--- src/rtl/core/dn2d_pkg.sv ---
// Shared constants and helper functions for the day number to date converter.
package dn2d_pkg;

   localparam int unsigned DayNrWidth = 22;
   localparam int unsigned YearWidth  = 14;
   localparam int unsigned MonthWidth = 4;
   localparam int unsigned DayWidth   = 5;
   localparam int unsigned DoyWidth   = 16;

   localparam logic [DayNrWidth-1:0] LowLimit  = 22'd365;
   localparam logic [DayNrWidth-1:0] HighLimit = 22'd3652500;

   // floor(2^34 / 1461); year estimate is floor(4 * day_number / 1461)
   localparam logic [23:0] YearRecip  = 24'd11758979;
   localparam int unsigned YearShift  = 34;
   localparam logic [10:0] QuadDays   = 11'd1461;

   // ceil(2^20 / 100), exact for 14-bit dividends
   localparam logic [13:0] CentRecip  = 14'd10486;
   localparam int unsigned CentShift  = 20;

   localparam logic signed [DoyWidth-1:0] CommonLen = 16'sd365;
   localparam logic signed [DoyWidth-1:0] LeapLen   = 16'sd366;
   localparam logic signed [DoyWidth-1:0] FebEnd    = 16'sd59;

   typedef logic [YearWidth-1:0]         year_type;
   typedef logic [MonthWidth-1:0]        month_type;
   typedef logic [DayWidth-1:0]          day_type;
   typedef logic signed [DoyWidth-1:0]   doy_type;

   // Days before the first of month m in a common year.
   function automatic doy_type month_start(input month_type m);
      doy_type s;
      unique case (m)
         4'd1:    s = 16'sd0;
         4'd2:    s = 16'sd31;
         4'd3:    s = 16'sd59;
         4'd4:    s = 16'sd90;
         4'd5:    s = 16'sd120;
         4'd6:    s = 16'sd151;
         4'd7:    s = 16'sd181;
         4'd8:    s = 16'sd212;
         4'd9:    s = 16'sd243;
         4'd10:   s = 16'sd273;
         4'd11:   s = 16'sd304;
         4'd12:   s = 16'sd334;
         default: s = 16'sd0;
      endcase
      return s;
   endfunction

   // Gregorian leap rule; year zero counts as common.
   function automatic logic is_leap(input year_type y);
      logic [27:0] prod;
      logic [7:0]  q;
      logic [14:0] qm;
      logic [14:0] rem;
      prod = y * CentRecip;
      q    = prod[27:20];
      qm   = q * 7'd100;
      rem  = {1'b0, y} - qm;
      return (y[1:0] == 2'b00) &&
             ((rem != 15'd0) || ((q[1:0] == 2'b00) && (y != '0)));
   endfunction

endpackage

--- src/rtl/core/dn2d_month_split.sv ---
// Last two pipeline stages: leap day fixup, month search and day of month.
module dn2d_month_split (
   input  logic                clock,
   input  logic                reset,
   input  logic                advance,
   input  logic                in_valid,
   input  logic                in_range,
   input  logic                in_leap,
   input  dn2d_pkg::year_type  in_year,
   input  dn2d_pkg::doy_type   in_doy,
   output logic                out_valid,
   output dn2d_pkg::year_type  out_year,
   output dn2d_pkg::month_type out_month,
   output dn2d_pkg::day_type   out_day
);

   logic                valid_a_ff, valid_a_in;
   logic                range_a_ff, range_a_in;
   logic                leapday_a_ff, leapday_a_in;
   dn2d_pkg::year_type  year_a_ff, year_a_in;
   dn2d_pkg::doy_type   doy_a_ff, doy_a_in;
   dn2d_pkg::month_type month_a_ff, month_a_in;

   logic                valid_b_ff, valid_b_in;
   dn2d_pkg::year_type  year_b_ff, year_b_in;
   dn2d_pkg::month_type month_b_ff, month_b_in;
   dn2d_pkg::day_type   day_b_ff, day_b_in;

   dn2d_pkg::doy_type   doy_adj;
   dn2d_pkg::doy_type   day_full;

   always_comb begin
      doy_adj      = in_doy;
      leapday_a_in = 1'b0;
      if (in_leap && (in_doy > dn2d_pkg::FebEnd)) begin
         doy_adj      = in_doy - 16'sd1;
         leapday_a_in = (doy_adj == dn2d_pkg::FebEnd);
      end
      month_a_in = 4'd1;
      for (int m = 2; m <= 12; m++) begin
         if (doy_adj > dn2d_pkg::month_start(4'(m))) begin
            month_a_in = 4'(m);
         end
      end
      valid_a_in = in_valid;
      range_a_in = in_range;
      year_a_in  = in_year;
      doy_a_in   = doy_adj;
   end

   always_comb begin
      day_full   = doy_a_ff - dn2d_pkg::month_start(month_a_ff)
                   + {15'd0, leapday_a_ff};
      valid_b_in = valid_a_ff;
      if (range_a_ff) begin
         year_b_in  = year_a_ff;
         month_b_in = month_a_ff;
         day_b_in   = day_full[dn2d_pkg::DayWidth-1:0];
      end else begin
         year_b_in  = '0;
         month_b_in = '0;
         day_b_in   = '0;
      end
   end

   always_ff @(posedge clock) begin
      if (reset) begin
         valid_a_ff <= 1'b0;
         valid_b_ff <= 1'b0;
      end else if (advance) begin
         valid_a_ff <= valid_a_in;
         valid_b_ff <= valid_b_in;
      end
   end

   always_ff @(posedge clock) begin
      if (advance) begin
         range_a_ff   <= range_a_in;
         leapday_a_ff <= leapday_a_in;
         year_a_ff    <= year_a_in;
         doy_a_ff     <= doy_a_in;
         month_a_ff   <= month_a_in;
         year_b_ff    <= year_b_in;
         month_b_ff   <= month_b_in;
         day_b_ff     <= day_b_in;
      end
   end

   assign out_valid = valid_b_ff;
   assign out_year  = year_b_ff;
   assign out_month = month_b_ff;
   assign out_day   = day_b_ff;

endmodule

--- src/rtl/core/day_number_to_date.sv ---
// An accepted req beat passes stages 1 to 7 and then month split stages a and b to its rsp beat.
// Throughput: one beat per cycle; the nine-stage pipeline moves as a whole and holds
// every stage while rsp_tvalid is high and rsp_tready is low.
// Each beat passes year estimate, century correction, two year-advance steps and the
// month search on its own stage.  Reset clears all stage valid bits; no clearing pass.
module day_number_to_date (
   input  logic        clock,
   input  logic        reset,
   input  logic        req_tvalid,
   output logic        req_tready,
   input  logic [23:0] req_tdata,   // [21:0] day_number, [23:22] zero
   output logic        rsp_tvalid,
   input  logic        rsp_tready,
   output logic [23:0] rsp_tdata    // [13:0] year, [17:14] month, [22:18] day, [23] zero
);

   logic advance;

   // stage 1: range check, reciprocal product
   logic                v1_ff, r1_ff, r1_in;
   logic [21:0]         dn1_ff;
   logic [47:0]         prod1_ff, prod1_in;
   // stage 2: quotient estimate times 1461
   logic                v2_ff, r2_ff;
   logic [21:0]         dn2_ff;
   logic [13:0]         q2_ff, q2_in;
   logic [24:0]         qm2_ff, qm2_in;
   // stage 3: quotient correction
   logic                v3_ff, r3_ff;
   logic [21:0]         dn3_ff;
   dn2d_pkg::year_type  y3_ff, y3_in;
   logic [24:0]         rem3;
   // stage 4: century quotient and leap flags
   logic                v4_ff, r4_ff;
   logic [21:0]         dn4_ff;
   dn2d_pkg::year_type  y4_ff, ym4_ff, ym4_in;
   logic [6:0]          c4_ff, c4_in;
   logic [2:0]          lp4_ff, lp4_in;
   logic [27:0]         cprod4;
   // stage 5: day of year
   logic                v5_ff, r5_ff;
   dn2d_pkg::year_type  y5_ff;
   dn2d_pkg::doy_type   d5_ff, d5_in;
   logic [2:0]          lp5_ff;
   logic [8:0]          cent5;
   logic [23:0]         diff5;
   // stage 6 and 7: year advance steps
   logic                v6_ff, r6_ff, v7_ff, r7_ff;
   dn2d_pkg::year_type  y6_ff, y6_in, y7_ff, y7_in;
   dn2d_pkg::doy_type   d6_ff, d6_in, d7_ff, d7_in;
   logic [1:0]          lp6_ff, lp6_in;
   logic                lp7_ff, lp7_in;
   dn2d_pkg::doy_type   len5, len6;

   logic                out_valid;
   dn2d_pkg::year_type  out_year;
   dn2d_pkg::month_type out_month;
   dn2d_pkg::day_type   out_day;

   assign advance    = rsp_tready || !out_valid;
   assign req_tready = advance;

   always_comb begin
      r1_in    = (req_tdata[21:0] > dn2d_pkg::LowLimit) &&
                 (req_tdata[21:0] < dn2d_pkg::HighLimit);
      prod1_in = {req_tdata[21:0], 2'b00} * dn2d_pkg::YearRecip;

      q2_in    = prod1_ff[47:34];
      qm2_in   = q2_in * dn2d_pkg::QuadDays;

      rem3     = {1'b0, dn2_ff, 2'b00} - qm2_ff;
      y3_in    = (rem3 >= 25'(dn2d_pkg::QuadDays)) ? q2_ff + 14'd1 : q2_ff;

      ym4_in   = y3_ff - 14'd1;
      cprod4   = ym4_in * dn2d_pkg::CentRecip;
      c4_in    = cprod4[26:20];
      lp4_in   = {dn2d_pkg::is_leap(y3_ff + 14'd2),
                  dn2d_pkg::is_leap(y3_ff + 14'd1),
                  dn2d_pkg::is_leap(y3_ff)};

      cent5    = ({2'b00, c4_ff} + 9'd1) * 9'd3;
      diff5    = {2'b00, dn4_ff} - (y4_ff * 10'd365) - {12'd0, ym4_ff[13:2]}
                 + {17'd0, cent5[8:2]};
      d5_in    = diff5[dn2d_pkg::DoyWidth-1:0];

      len5     = lp5_ff[0] ? dn2d_pkg::LeapLen : dn2d_pkg::CommonLen;
      if (d5_ff > len5) begin
         d6_in  = d5_ff - len5;
         y6_in  = y5_ff + 14'd1;
         lp6_in = lp5_ff[2:1];
      end else begin
         d6_in  = d5_ff;
         y6_in  = y5_ff;
         lp6_in = lp5_ff[1:0];
      end

      len6     = lp6_ff[0] ? dn2d_pkg::LeapLen : dn2d_pkg::CommonLen;
      if (d6_ff > len6) begin
         d7_in  = d6_ff - len6;
         y7_in  = y6_ff + 14'd1;
         lp7_in = lp6_ff[1];
      end else begin
         d7_in  = d6_ff;
         y7_in  = y6_ff;
         lp7_in = lp6_ff[0];
      end
   end

   always_ff @(posedge clock) begin
      if (reset) begin
         v1_ff <= 1'b0;
         v2_ff <= 1'b0;
         v3_ff <= 1'b0;
         v4_ff <= 1'b0;
         v5_ff <= 1'b0;
         v6_ff <= 1'b0;
         v7_ff <= 1'b0;
      end else if (advance) begin
         v1_ff <= req_tvalid;
         v2_ff <= v1_ff;
         v3_ff <= v2_ff;
         v4_ff <= v3_ff;
         v5_ff <= v4_ff;
         v6_ff <= v5_ff;
         v7_ff <= v6_ff;
      end
   end

   always_ff @(posedge clock) begin
      if (advance) begin
         r1_ff    <= r1_in;
         dn1_ff   <= req_tdata[21:0];
         prod1_ff <= prod1_in;
         r2_ff    <= r1_ff;
         dn2_ff   <= dn1_ff;
         q2_ff    <= q2_in;
         qm2_ff   <= qm2_in;
         r3_ff    <= r2_ff;
         dn3_ff   <= dn2_ff;
         y3_ff    <= y3_in;
         r4_ff    <= r3_ff;
         dn4_ff   <= dn3_ff;
         y4_ff    <= y3_ff;
         ym4_ff   <= ym4_in;
         c4_ff    <= c4_in;
         lp4_ff   <= lp4_in;
         r5_ff    <= r4_ff;
         y5_ff    <= y4_ff;
         d5_ff    <= d5_in;
         lp5_ff   <= lp4_ff;
         r6_ff    <= r5_ff;
         y6_ff    <= y6_in;
         d6_ff    <= d6_in;
         lp6_ff   <= lp6_in;
         r7_ff    <= r6_ff;
         y7_ff    <= y7_in;
         d7_ff    <= d7_in;
         lp7_ff   <= lp7_in;
      end
   end

   dn2d_month_split u_month_split (
      .clock     (clock),
      .reset     (reset),
      .advance   (advance),
      .in_valid  (v7_ff),
      .in_range  (r7_ff),
      .in_leap   (lp7_ff),
      .in_year   (y7_ff),
      .in_doy    (d7_ff),
      .out_valid (out_valid),
      .out_year  (out_year),
      .out_month (out_month),
      .out_day   (out_day)
   );

   assign rsp_tvalid = out_valid;
   assign rsp_tdata  = {1'b0, out_day, out_month, out_year};

endmodule
--- config.mk ---
export PLATFORM = sky130hd
export DESIGN_NAME = day_number_to_date
export DESIGN_NICKNAME = d
export VERILOG_FILES = /design/src/rtl/core/dn2d_pkg.sv /design/src/rtl/core/dn2d_month_split.sv /design/src/rtl/core/day_number_to_date.sv
export SDC_FILE = /design/constraint.sdc
export NUM_CORES = 2
export LEC_CHECK = 0
export BUFFER_PORTS_ARGS = -buffer_cell sky130_fd_sc_hd__buf_2
export CORE_ASPECT_RATIO = 0.8
export CORE_UTILIZATION = 30
export CTS_CLUSTER_SIZE = 30
export DETAILED_ROUTE_END_ITERATION = 6
export PLACE_DENSITY = 0.41
export SETUP_SLACK_MARGIN = 0.02
export SLEW_MARGIN = 20
export SYNTH_ARGS = -nofsm -noshare
export SYNTH_HDL_FRONTEND = slang
export SYNTH_SLANG_ARGS = --single-unit
--- constraint.sdc ---
create_clock -name clock -period 26.1 [get_ports clock]
set_input_delay 0 -clock clock [delete_from_list [all_inputs] [get_ports clock]]
set_output_delay 0 -clock clock [all_outputs]
set_load 0.005 [all_outputs]
==> impl_metrics.tcl <==
set metrics [dict create \
    hold_path_end "v7_ff$_SDFFE_PP0P_" \
    synth_adder_area_share_pct 49.21 \
    die-area_sq_um 154900 \
    yosysMostFrequentCell "inv_1" \
    cpMaxStageDelayCell "a221oi_1" \
    routed_wl_um 106300 \
    route.detailed.drc 0 \
    post_cts_buffers 0 \
    cts_buffer_depth 3 \
    finalHoldViolations 0 \
    cp_top_family "adder cells" \
    dp_cells 6392 \
    cts_resized 0 \
    port_buffers 50 \
    tritoncts "yes" \
    drtPass1Iterations 5 \
    htree_levels 2 \
    die_height_um 352.2 \
    setup_tns_ns 0 \
    grt_pass1_wl_um 171900 \
    hpwl_um 90640 \
    ys_warn_count 0 \
    hold_depth 3 \
    max_stage_delay_ns 0.72 \
    fin_crit_ns 11.75 \
    cp.arrival_ns 12.04 \
    seq_area_frac_synth_pct 21.81 \
    cts_buffers 37 \
    finalNonFillerCells 6486 \
    wire_per_inst_um 16.39 \
    synth_edf_count 328 \
    synth_compound_area_share_pct 6.957 \
    fmax_ghz 0.08510 \
    n_antenna_cell 0 \
    synth_top_family_by_area "adder cells" \
    synthArstFlopShare_pct 0 \
    setup_viol_count_final 0 \
    syn-instance-count 4327 \
    crit-reg2reg-capture "lp4_ff[1]$_DFFE_PP_" \
    dpl-instance-area_sq_um 48860 \
    crit_fanout 13 \
    grt_start_max_net_pins 106 \
    synth_xor_area_share_pct 5.705 \
    cts_root_buf "clkbuf_16" \
    min_from "reset" \
    drt_iter0_markers 1177 \
    drive_above_1_share_pct 4.272 \
    status "finished clean" \
    gp_congestion 0.8381 \
    syn_area_sq_um 45990 \
    r2r_cells 41 \
    period_share_pct 45.02 \
    design_area_sq_um 50280 \
    reg2reg_setup_slack_ns 14.35 \
    cts.reportedPaths.clkPinSlew_ns 0.06 \
    finClkSkew_ns 0.04025 \
    hp-class "in2reg" \
    multi_input_area_sq_um 31920 \
    yosys-top-cells-area "ha_1 (26%), fa_1 (24%), edfxtp_1 (21%), inv_1 (8.4%), xnor2_1 (4.1%)" \
    num_vias 28770 \
    tightest_slew_ns 1.032 \
    synth-simple-area-share_pct 7.213 \
    ys.flop_type "edfxtp_1" \
    synthMuxAreaShare_pct 0.2966 \
    area_delta_synth_final_pct 9.324 \
    fin_nets 5955 \
    track_usage_pct 14.09 \
    grt_pass1_vias 30330 \
    synth-seq-cells 337 \
    grt_setup_unrepaired "false" \
    path_class "reg2reg" \
    slew_headroom_pct 30.68 \
    cp.required_ns 26.39 \
    ctsHoldBuffers 27 \
    ys_types 97 \
    slew_violations 0 \
    num_rows 128 \
    core_area_sq_um 152100 \
    start_util_pct 30.23 \
    antenna_found_initial 1 \
    gr-total-overflow 0 \
    pin_count 54 \
    drv_cap 0 \
    synth.net_count 5839 \
    vias_per_cell 4.436 \
    clock-sinks 337 \
    regArea_sq_um 10030 \
    synth_top_cell_area_share_pct 25.66 \
    worstReg2RegStart "y3_ff[2]$_DFFE_PP_" \
    avgSynthCellArea_sq_um 10.63 \
    synth_common_cells "inv_1 (1031), ha_1 (943), fa_1 (541)" \
    startpoint_type "flop" \
    ant_nets 0 \
    synth_largest_area_cell "ha_1" \
    cp-end-kind "flop" \
    cp.depth 41 \
    die_w_um 439.7 \
    cp_num_buf_inv 8 \
    clk_latency_ns 0.58 \
    nFillCells 15720 \
]
## worst max-delay path by stage
stage	end	from	slack (ns)
2_1_floorplan	lp4_ff[1]$_DFFE_PP_	y3_ff[2]$_DFFE_PP_	16.19
3_3_place_gp	lp4_ff[1]$_DFFE_PP_	y3_ff[2]$_DFFE_PP_	14.12
3_5_place_dp	lp4_ff[1]$_DFFE_PP_	y3_ff[2]$_DFFE_PP_	14.03
4_1_cts	lp4_ff[1]$_DFFE_PP_	y3_ff[2]$_DFFE_PP_	13.98
5_1_grt	lp4_ff[1]$_DFFE_PP_	y3_ff[2]$_DFFE_PP_	13.63
6_report	lp4_ff[1]$_DFFE_PP_	y3_ff[2]$_DFFE_PP_	14.35
## flip-flops by register name, indices dropped and copies added, names as in the netlist, 16 cells and up
| register | count |
|---|---|
| d6_ff | 16 |
| dn1_ff | 22 |
| d5_ff | 16 |
| dn2_ff | 22 |
| d7_ff | 16 |
| dn3_ff | 16 |
| qm2_ff | 23 |
| dn4_ff | 16 |
## metrics by stage
step	util [%]	worst slack [ns]	hold WS, ns
after floorplan	-	16.19	0.09887
after global placement	32.11	14.12	0.2518
after detailed placement	32.11	14.03	0.2679
after CTS	33.04	13.98	0.2108
after global routing	33.04	13.63	0.2409
final	33.04	14.35	0.2518
## routing by layer
layer / wire (um) / GRT usage (%) / part of all wire (%) / vias up
met5: 0 / 0 / 0 / -
met4: 1092 / 1.604 / 1.0 / 0
met3: 2877 / 1.536 / 2.7 / 67
met2: 43680 / 20.67 / 41 / 270
met1: 58630 / 22.47 / 55 / 13950
li1: - / - / - / 14490
## cell usage in the layout (no fill, tap or decap), drive strengths merged, types with 21 or more instances in the layout
cell	instances
nor2	141
nor2b	27
o21bai	35
buf	84
o21ai	106
nor3	66
inv	1038
ha	943
and2	31
a31oi	21
dlygate4sd3	27
xor2	76
nand4	28
xnor2	218
edfxtp	328
and3	22
a21o	46
fa	541
a21oi	124
nand2	158
nand3	73
clkbuf	44
## cell type report
cell class / count / share of cell area, %
multi-input cells: 2921 / 63.48
well taps: 2015 / 5.015
clock buffers: 44 / 1.894
inverters: 1035 / 7.742
repair buffers: 111 / 1.550
clock inverters: 23 / 0.3658
flip-flops and latches: 337 / 19.95
## worst min-delay path, stage by stage
cell,delay [ns]
dlygate4sd3_1,0.52
buf_2,0.21
a21oi_1,0.05
## cell families (layout without fill, tap and decap cells)
kind of cell / after synthesis / count (layout)
other: 1 / 1
multiplexers: 12 / 12
XOR/XNOR: 294 / 294
buffers and inverters: 1069 / 1213
adder cells (fa/ha/maj): 1484 / 1484
AO/OA/AOI/OAI: 480 / 480
flip-flops: 337 / 337
AND/OR/NAND/NOR: 650 / 650
Power is left out: the tool's default activity adds up to more than one toggle a clock period on the data nets, which glitch-free logic cannot reach.
